--- src/design/faar_pkg.sv ---
// shared constants, types and helpers for the fraction adder with reduction
// no dependencies; used by every module of the block
package faar_pkg;

  localparam int OperandWidth = 16;
  localparam int InW          = 16;
  localparam int NumW         = 33;
  localparam int DenW         = 32;
  localparam int ExtW         = 17;
  localparam int ProdW        = 2 * ExtW;
  localparam int MagW         = 33;
  localparam int CntW         = $clog2(MagW);
  localparam int InDataW      = 4 * InW;
  localparam int OutDataW     = ((NumW + DenW + 7) / 8) * 8;
  localparam int OutPadW      = OutDataW - NumW - DenW;

  localparam bit SignExt = (OperandWidth <= InW);
  localparam int SignPos = SignExt ? OperandWidth - 1 : InW;
  localparam int SignIdx = SignExt ? OperandWidth - 1 : 0;

  typedef logic signed [ExtW-1:0]  ext_t;
  typedef logic signed [ProdW-1:0] prod_t;
  typedef logic [MagW-1:0]         mag_t;

  typedef struct packed {
    logic load_in;
    logic mul;
    logic check;
    logic gcd_step;
    logic gcd_fin;
    logic div_step;
    logic out_load;
  } faar_cmd_t;

  typedef struct packed {
    logic special;
    logic gcd_done;
    logic div_done;
  } faar_sts_t;

  // sign-extend an input field at the operand width
  function automatic ext_t widen(logic [InW-1:0] raw);
    ext_t v;
    for (int i = 0; i < ExtW; i++) begin
      if (i < SignPos && i < InW) begin
        v[i] = raw[i];
      end else begin
        v[i] = SignExt ? raw[SignIdx] : 1'b0;
      end
    end
    return v;
  endfunction

endpackage

--- src/design/fraction_add_and_reduce.sv ---
// top level of the fraction adder with reduction to lowest terms
// depends on faar_pkg, faar_ctrl and faar_dp
//
// usage:
//   input stream carries two signed fractions a_num/a_den and b_num/b_den;
//   the block returns (a_num*b_den + b_num*a_den) / (a_den*b_den) reduced
//   by the gcd of the magnitudes, signs kept on numerator and denominator
//   one result transfer per input transfer, in order
//   zero denominator product gives 0/0 with tuser high; zero numerator 0/1
//   a zero numerator or denominator skips the gcd and divide steps: load,
//   multiply, check and output; otherwise the binary gcd loop (one shift or
//   subtract-and-halve per cycle) and the restoring dividers that run both
//   quotients side by side follow the check; the next input is taken in the
//   cycle after the output step
//   one item is in work at a time; s_axis_tready is high only while idle
//   the finished result sits in an output register, so the next item is
//   taken while the receiver stalls; that item waits before its output step
//   reset clears the controller and drops any pending result
module fraction_add_and_reduce (
  input  logic                              clk_i,
  input  logic                              rst_ni,
  input  logic                              s_axis_tvalid,
  output logic                              s_axis_tready,
  input  logic [faar_pkg::InDataW-1:0]      s_axis_tdata,  // a_num, a_den, b_num, b_den
  output logic                              m_axis_tvalid,
  input  logic                              m_axis_tready,
  output logic [faar_pkg::OutDataW-1:0]     m_axis_tdata,  // out_num, out_den, zero pad
  output logic                              m_axis_tuser   // zero_den_error
);

  faar_pkg::faar_cmd_t cmd;
  faar_pkg::faar_sts_t sts;
  logic signed [faar_pkg::NumW-1:0] out_num;
  logic signed [faar_pkg::DenW-1:0] out_den;

  faar_ctrl u_ctrl (
    .clk_i       (clk_i),
    .rst_ni      (rst_ni),
    .in_valid_i  (s_axis_tvalid),
    .in_ready_o  (s_axis_tready),
    .out_ready_i (m_axis_tready),
    .out_valid_o (m_axis_tvalid),
    .sts_i       (sts),
    .cmd_o       (cmd)
  );

  faar_dp u_dp (
    .clk_i     (clk_i),
    .in_data_i (s_axis_tdata),
    .cmd_i     (cmd),
    .sts_o     (sts),
    .out_num_o (out_num),
    .out_den_o (out_den),
    .out_err_o (m_axis_tuser)
  );

  assign m_axis_tdata = {{faar_pkg::OutPadW{1'b0}}, out_den, out_num};

endmodule

--- src/design/faar_ctrl.sv ---
// controller state machine of the fraction adder: sequences load, multiply,
// gcd, divide and output; depends on faar_pkg
module faar_ctrl (
  input  logic                clk_i,
  input  logic                rst_ni,
  input  logic                in_valid_i,
  output logic                in_ready_o,
  input  logic                out_ready_i,
  output logic                out_valid_o,
  input  faar_pkg::faar_sts_t sts_i,
  output faar_pkg::faar_cmd_t cmd_o
);

  localparam logic [2:0] StIdle = 3'd0;
  localparam logic [2:0] StMul  = 3'd1;
  localparam logic [2:0] StChk  = 3'd2;
  localparam logic [2:0] StGcd  = 3'd3;
  localparam logic [2:0] StDiv  = 3'd4;
  localparam logic [2:0] StOut  = 3'd5;

  logic [2:0] state_q, state_d;
  logic       valid_q, valid_d;

  always_comb begin
    state_d = state_q;
    cmd_o   = '0;
    unique case (state_q)
      StIdle: begin
        if (in_valid_i) begin
          cmd_o.load_in = 1'b1;
          state_d       = StMul;
        end
      end
      StMul: begin
        cmd_o.mul = 1'b1;
        state_d   = StChk;
      end
      StChk: begin
        cmd_o.check = 1'b1;
        state_d     = sts_i.special ? StOut : StGcd;
      end
      StGcd: begin
        if (sts_i.gcd_done) begin
          cmd_o.gcd_fin = 1'b1;
          state_d       = StDiv;
        end else begin
          cmd_o.gcd_step = 1'b1;
        end
      end
      StDiv: begin
        cmd_o.div_step = 1'b1;
        if (sts_i.div_done) begin
          state_d = StOut;
        end
      end
      StOut: begin
        if (!valid_q || out_ready_i) begin
          cmd_o.out_load = 1'b1;
          state_d        = StIdle;
        end
      end
      default: begin
        state_d = StIdle;
      end
    endcase
  end

  always_comb begin
    valid_d = valid_q;
    if (cmd_o.out_load) begin
      valid_d = 1'b1;
    end else if (out_ready_i) begin
      valid_d = 1'b0;
    end
  end

  always_ff @(posedge clk_i or negedge rst_ni) begin
    if (!rst_ni) begin
      state_q <= StIdle;
      valid_q <= 1'b0;
    end else begin
      state_q <= state_d;
      valid_q <= valid_d;
    end
  end

  assign in_ready_o  = (state_q == StIdle);
  assign out_valid_o = valid_q;

endmodule

--- src/design/faar_dp.sv ---
// datapath of the fraction adder: cross products, binary gcd, two restoring
// dividers and the output register; depends on faar_pkg
module faar_dp (
  input  logic                              clk_i,
  input  logic [faar_pkg::InDataW-1:0]      in_data_i,
  input  faar_pkg::faar_cmd_t               cmd_i,
  output faar_pkg::faar_sts_t               sts_o,
  output logic signed [faar_pkg::NumW-1:0]  out_num_o,
  output logic signed [faar_pkg::DenW-1:0]  out_den_o,
  output logic                              out_err_o
);

  typedef struct packed {
    faar_pkg::mag_t rem;
    faar_pkg::mag_t quo;
  } div_t;

  // one restoring division step
  function automatic div_t div_iter(faar_pkg::mag_t rem, faar_pkg::mag_t quo,
                                    faar_pkg::mag_t dvs);
    logic [faar_pkg::MagW:0] shifted;
    logic [faar_pkg::MagW:0] diff;
    div_t r;
    shifted = {rem, quo[faar_pkg::MagW-1]};
    diff    = shifted - {1'b0, dvs};
    if (!diff[faar_pkg::MagW]) begin
      r.rem = diff[faar_pkg::MagW-1:0];
      r.quo = {quo[faar_pkg::MagW-2:0], 1'b1};
    end else begin
      r.rem = shifted[faar_pkg::MagW-1:0];
      r.quo = {quo[faar_pkg::MagW-2:0], 1'b0};
    end
    return r;
  endfunction

  faar_pkg::ext_t  an_q, ad_q, bn_q, bd_q;
  faar_pkg::prod_t num_q, den_q;
  faar_pkg::mag_t  x_q, y_q, g_q, qn_q, qd_q, rn_q, rd_q;
  logic [faar_pkg::CntW-1:0] k_q, cnt_q;
  logic neg_num_q, neg_den_q, err_q;
  logic signed [faar_pkg::NumW-1:0] out_num_q;
  logic signed [faar_pkg::DenW-1:0] out_den_q;
  logic out_err_q;

  faar_pkg::prod_t p_ab, p_ba, p_dd;
  logic [faar_pkg::ProdW-1:0] num_abs, den_abs;
  faar_pkg::mag_t qn_neg, qd_neg;
  div_t dn, dd;

  assign p_ab = an_q * bd_q;
  assign p_ba = bn_q * ad_q;
  assign p_dd = ad_q * bd_q;

  assign num_abs = num_q[faar_pkg::ProdW-1] ? '0 - num_q : num_q;
  assign den_abs = den_q[faar_pkg::ProdW-1] ? '0 - den_q : den_q;

  assign dn = div_iter(rn_q, qn_q, g_q);
  assign dd = div_iter(rd_q, qd_q, g_q);

  assign qn_neg = '0 - qn_q;
  assign qd_neg = '0 - qd_q;

  assign sts_o.special  = (num_q == '0) || (den_q == '0);
  assign sts_o.gcd_done = (x_q == y_q);
  assign sts_o.div_done = (cnt_q == faar_pkg::CntW'(faar_pkg::MagW - 1));

  always_ff @(posedge clk_i) begin
    if (cmd_i.load_in) begin
      an_q <= faar_pkg::widen(in_data_i[faar_pkg::InW-1:0]);
      ad_q <= faar_pkg::widen(in_data_i[2*faar_pkg::InW-1:faar_pkg::InW]);
      bn_q <= faar_pkg::widen(in_data_i[3*faar_pkg::InW-1:2*faar_pkg::InW]);
      bd_q <= faar_pkg::widen(in_data_i[4*faar_pkg::InW-1:3*faar_pkg::InW]);
    end

    if (cmd_i.mul) begin
      num_q <= p_ab + p_ba;
      den_q <= p_dd;
    end

    if (cmd_i.check) begin
      if (den_q == '0) begin
        qn_q      <= '0;
        qd_q      <= '0;
        err_q     <= 1'b1;
        neg_num_q <= 1'b0;
        neg_den_q <= 1'b0;
      end else if (num_q == '0) begin
        qn_q      <= '0;
        qd_q      <= faar_pkg::MagW'(1);
        err_q     <= 1'b0;
        neg_num_q <= 1'b0;
        neg_den_q <= 1'b0;
      end else begin
        qn_q      <= num_abs[faar_pkg::MagW-1:0];
        qd_q      <= den_abs[faar_pkg::MagW-1:0];
        x_q       <= num_abs[faar_pkg::MagW-1:0];
        y_q       <= den_abs[faar_pkg::MagW-1:0];
        k_q       <= '0;
        err_q     <= 1'b0;
        neg_num_q <= num_q[faar_pkg::ProdW-1];
        neg_den_q <= den_q[faar_pkg::ProdW-1];
      end
    end

    // binary gcd, difference of two odd values halved in the same step
    if (cmd_i.gcd_step) begin
      if (!x_q[0] && !y_q[0]) begin
        x_q <= x_q >> 1;
        y_q <= y_q >> 1;
        k_q <= k_q + 1'b1;
      end else if (!x_q[0]) begin
        x_q <= x_q >> 1;
      end else if (!y_q[0]) begin
        y_q <= y_q >> 1;
      end else if (x_q > y_q) begin
        x_q <= (x_q - y_q) >> 1;
      end else begin
        y_q <= (y_q - x_q) >> 1;
      end
    end

    if (cmd_i.gcd_fin) begin
      g_q   <= x_q << k_q;
      rn_q  <= '0;
      rd_q  <= '0;
      cnt_q <= '0;
    end

    if (cmd_i.div_step) begin
      rn_q  <= dn.rem;
      qn_q  <= dn.quo;
      rd_q  <= dd.rem;
      qd_q  <= dd.quo;
      cnt_q <= cnt_q + 1'b1;
    end

    if (cmd_i.out_load) begin
      out_num_q <= neg_num_q ? qn_neg[faar_pkg::NumW-1:0] : qn_q[faar_pkg::NumW-1:0];
      out_den_q <= neg_den_q ? qd_neg[faar_pkg::DenW-1:0] : qd_q[faar_pkg::DenW-1:0];
      out_err_q <= err_q;
    end
  end

  assign out_num_o = out_num_q;
  assign out_den_o = out_den_q;
  assign out_err_o = out_err_q;

endmodule

--- config.mk ---
export PLATFORM = sky130hd
export DESIGN_NAME = fraction_add_and_reduce
export DESIGN_NICKNAME = d
export VERILOG_FILES = /design/src/design/faar_pkg.sv /design/src/design/fraction_add_and_reduce.sv /design/src/design/faar_ctrl.sv /design/src/design/faar_dp.sv
export SDC_FILE = /design/constraint.sdc
export NUM_CORES = 2
export LEC_CHECK = 0
export BUFFER_PORTS_ARGS = -buffer_cell sky130_fd_sc_hd__buf_2
export CAP_MARGIN = 20
export CORE_MARGIN = 2
export CORE_UTILIZATION = 50
export CTS_BUF_LIST = sky130_fd_sc_hd__clkbuf_16
export CTS_CLUSTER_SIZE = 16
export DETAILED_ROUTE_END_ITERATION = 12
export PLACE_DENSITY = 0.66
export RECOVER_POWER = 50
export SLEW_MARGIN = 20
export SYNTH_ARGS = -nofsm -noshare
export SYNTH_HDL_FRONTEND = slang
export SYNTH_HIERARCHICAL = 1
export SYNTH_SLANG_ARGS = --single-unit
--- constraint.sdc ---
create_clock -name clk_i -period 15.5 [get_ports clk_i]
set_input_delay 0.775 -clock clk_i [delete_from_list [all_inputs] [get_ports clk_i]]
set_output_delay 0.775 -clock clk_i [all_outputs]
set_load 0.01 [all_outputs]
# After elaboration in Yosys (flattened, before gate mapping)
# Cells that the tools add are included.
# word_totals
regBits	446
latch_bits	0
mem_bits_rw	0
mem_bits_ro	0
in_bits	68
output_inout_bits	75
wordCells	123
memories	0
# classes
n_addsub	11
multipliers	3
div_mod_pow	0
magnitude_cmp	1
n_eq_ne	11
shift	1
mux	59
n_bitwise	0
reduce_logical	14
# ops
op	n
$mux 33	30
$mux 66	2
$sub 1x33->33 const A	3
$mul 16x16->32	3
$logic_not 34->1	2
$sub 34x33->34	2
$sub 33x33->33	2
$mux 6	7
$add 34x34->34	1
$eq 33x33->1	1
$gt 33x33->1	1
$shl 33x6->33	1
$mux 32	1
$sub 1x32->32 const A	1
$pmux 3 s6	1
$mux 3	5
$add 6x1->6 const B	2
$mux 1	12
$eq 3x2->1 const B	2
$eq 3x3->1 const B	2
$eq 6x6->1 const B	1
$ne 2x2->1 const B	3
$reduce_bool 2->1	3
$reduce_and 4->1	1
8 further kinds	11

# Depth between registers and ports, before layout
# logic_depth
word_depth	10
depth_mapped	29
ltp_nobuf	28

# Hierarchy
# Netlist, hierarchy kept.
# by_module_without_submodules
mod	n_inst	cells_per_inst	area_each_um2	seq_area_each_um2
faar_dp	1	6084	57495.1	12522.0
faar_ctrl	1	32	274.0	100.1
fraction_add_and_reduce	1	8	56.3	0.0

# Least setup slack after synthesis
# Ideal clock, no wire load.
# synth_path
path_kind	flip-flop to flip-flop
startpoint	reg, netlist name u_dp/bd_q[15]
endpoint	reg u_dp.num_q[32], data pin
setup_ns	0.260
t_arrival_ns	7.060
required_time_ns	15.240
path_slack_ns	8.180
path_stages_with_launch	27
n_path_buf	1
synth_period_minus_slack_ns	7.320
cell_sequence	edfxtp_1 -> inv_1 -> clkbuf_1 -> nor2_1 -> fa_1 -> inv_1 -> fa_1 -> fa_1 -> inv_1 -> fa_1 -> fa_1 -> fa_1 -> fa_1 -> inv_1 -> fa_1 -> inv_1 -> ha_1 -> a21o_1 -> a21o_1 -> a21o_1 -> o2111ai_1 -> a21oi_1 -> o221ai_1 -> o211ai_1 -> a21o_1 -> a21oi_1 -> xnor2_1
# synth_between
elab_chain_len	2
# synth_lines
item	line_no	text
$mul 16x16->32	faar_dp.sv:50	assign p_ab = an_q * bd_q;
$add 34x34->34	faar_dp.sv:76	num_q <= p_ab + p_ba;
end signal: assignment	faar_dp.sv:76	
end: declaration	faar_dp.sv:37	faar_pkg::prod_t num_q, den_q;
# Every way passes these cells.
# A chain may end at the register's enable or synchronous reset.

==> run summary <==
Type of origin of the critical path: flip-flop
Routed WL per cell: 20.3 um
Starting density of the core: 0.505
Top-level port count: 143
Clock sinks: 445
Hold_buf cts: 1
Post-route ant nets: 0
DRT Wirelength: 155,000 um
CTS tree: done
DR vias/cell: 5.60
Antenna violations before repair: 7
Placed Cells incl. Taps: 7,549
Placed Instance Area: 59,800 um2
Fin. Hold Viols: 0
Worst-path fanout max: 231
Final setup violating endpoints: 0
DRT Pass-1 Iters: 10
Fin area: 61,600 um2
Synthesized flop and latch total: 445
Register area share after synthesis: 0.218
Hold WC Path Type: primary input to flip-flop
Yosys top cell area share: 0.294
Width of the chip: 344 um
Worst slew pin tran: 9450 ps
Violated checks: capacitance limit, slew limit
Layout area overhead: 6.53%
Number of synthesized flops with an enable pin: 369
Area of the multi-input gates: 40,000 um2
RSZ-0062 raised after global routing: false
WP data arrival: 9700 ps
Fin crit share: 0.595
Post-synth ARST share: 0.00899
Seq. cell area: 12,600 um2
Clock latency on the worst-skew pair: 660 ps
H-tree levels: 2
Yosys warnings: 6
Post-synth top area cell: fa_1
Via Count: 42,900
Fin nets: 7,383
Port Buffer Count: 135
Std-Cell Rows: 124
Gr ovfl total: 0
Overall Global Routing Usage: 0.270
Vias in the first global route: 44,500
Resized Gates After CTS: 0
Fin cells: 7,657
Status: complete, but fails checks
Synthesized cell area: 57,800 um2
DP HPWL: 122,000 um
Maxcap violations: 6
Minimum clock period: 9230 ps
Final Wtd Congestion: 0.992
CP endpoint kind: flip-flop
FMAX: 0.108 GHz
Iter 0 DRT Violations: 3,170
Die H: 344 um
Worst rel slew slack: -5.30
Worst EP required: 15,970 ps
Num CTS Buffers: 54
Total setup buffers inserted after CTS: 0
Crit Path Class: flip-flop to flip-flop
Largest net degree at the start of global routing: 232
Area of the core: 115,000 um2
Share of cells above drive strength 1: 0.0404
FILL cells: 10,400
Synth top area cells: fa_1 (29%), edfxtp_1 (19%), ha_1 (8.0%)
DR DRC count: 0
Synth Flop Type: edfxtp_1
Final TNS setup: 0 ps
Syn avg cell area: 9.44 um2
First-pass GRT wire length: 248,000 um
Final Slew Violations: 500
Distinct cells, synth: 82
Mapped Cells: 6,124
CTS max path bufs: 3
Clock root cell: clkbuf_16
Clock Skews: 34.7 ps
Clock transition at the registers of the reported paths: 70 ps
Die area: 118,000 um2
sequential cells by signal, summed over array words and instances, names as in the netlist, 33 cells and up:
name            cells
u_dp/g_q           33
u_dp/num_q         33
u_dp/out_num_o     33
u_dp/rd_q          33
u_dp/x_q           33
u_dp/rn_q          33
u_dp/qd_q          33
u_dp/qn_q          33
u_dp/y_q           33
stage by stage:
stage,hold slack [ps],worst slack [ps],utilization
finish,286,6270,0.538
detailed placement,409,7420,0.522
global route,277,5240,0.538
CTS,243,7430,0.539
global placement,412,7580,0.522
floorplan,400,8180,-
critical path, stage by stage (launching register included):
cell      delay [ps]
dfrtp_1          450
and2b_1          300
nor2b_1          220
clkbuf_1        6490
o311ai_0         990
o21ai_0          340
area by class of cell:
cell class	count	area share
Timing Repair Buffer	199	0.0169
Multi-Input combinational cell	4315	0.650
Sequential cell	445	0.205
Clock buffer	57	0.0232
Clock inverter	45	0.00869
Inverter	1080	0.0658
Antenna cell	4	0.000162
Tap cell	1512	0.0307
logic make-up (layout without fill, tap and decap cells):
family,count (synthesis),in the layout,share of synthesized area
adders and majority gates,1220,1220,0.374
DFF,445,445,0.218
other,1,11,0.0000649
buffers and inverters,1370,1381,0.0901
AOI/OAI and AO/OA,941,941,0.107
xor gates and xnor gates,302,302,0.0457
muxes,75,75,0.0174
and+or+nand+nor,1770,1770,0.147
per-layer routing:
| layer | track usage | wire length [um] | vias up |
|---|---|---|---|
| li1 | - | - | 19700 |
| met2 | 0.466 | 76900 | 1368 |
| met1 | 0.336 | 61000 | 21500 |
| met5 | 0 | 59 | - |
| met3 | 0.0342 | 9210 | 292 |
| met4 | 0.127 | 8260 | 8 |
synthesized netlist by cell type, types with 110 or more instances:
cell type / instances
inv_1: 1080
xnor2_1: 192
clkbuf_1: 253
nor2_1: 275
ha_1: 370
o21ai_0: 202
nand2_1: 743
fa_1: 850
and2_1: 377
xor2_1: 110
edfxtp_1: 369
a21oi_1: 232
cell usage in the layout, fill, tap and decap left out, drive strengths merged, types with 46 or more instances in the layout:
cell type / n
ha: 370
a21o: 98
mux2i: 52
and2: 379
edfxtp: 369
nand2: 743
xor2: 110
inv: 1089
a21oi: 232
xnor2: 192
nand3: 61
o31ai: 95
buf: 110
fa: 850
o21ai: 206
nor2: 275
clkbuf: 145
dfxtp: 72
nand4: 46
nand2b: 50
final timing paths:
check | depth (start not counted) | slack (ps) | from | endpoint
worst max-delay path | 5 | 6270 | u_ctrl/state_q[1] | u_dp/rd_q[18]
worst min-delay path | 1 | 290 | s_axis_tdata[19] | u_dp/ad_q[3]
worst max register to register | 5 | 6270 | u_ctrl/state_q[1] | u_dp/rd_q[18]
worst min register to register | 0 | 420 | u_dp/err_q | u_dp/out_err_o
max in group asynchronous | 2 | 14820 | rst_ni | u_ctrl/state_q[2]
min in group asynchronous | 2 | 480 | rst_ni | u_ctrl/out_valid_o
Power is not shown: default switching activity piles up to over one toggle a cycle in this logic, so the estimate is an artifact.
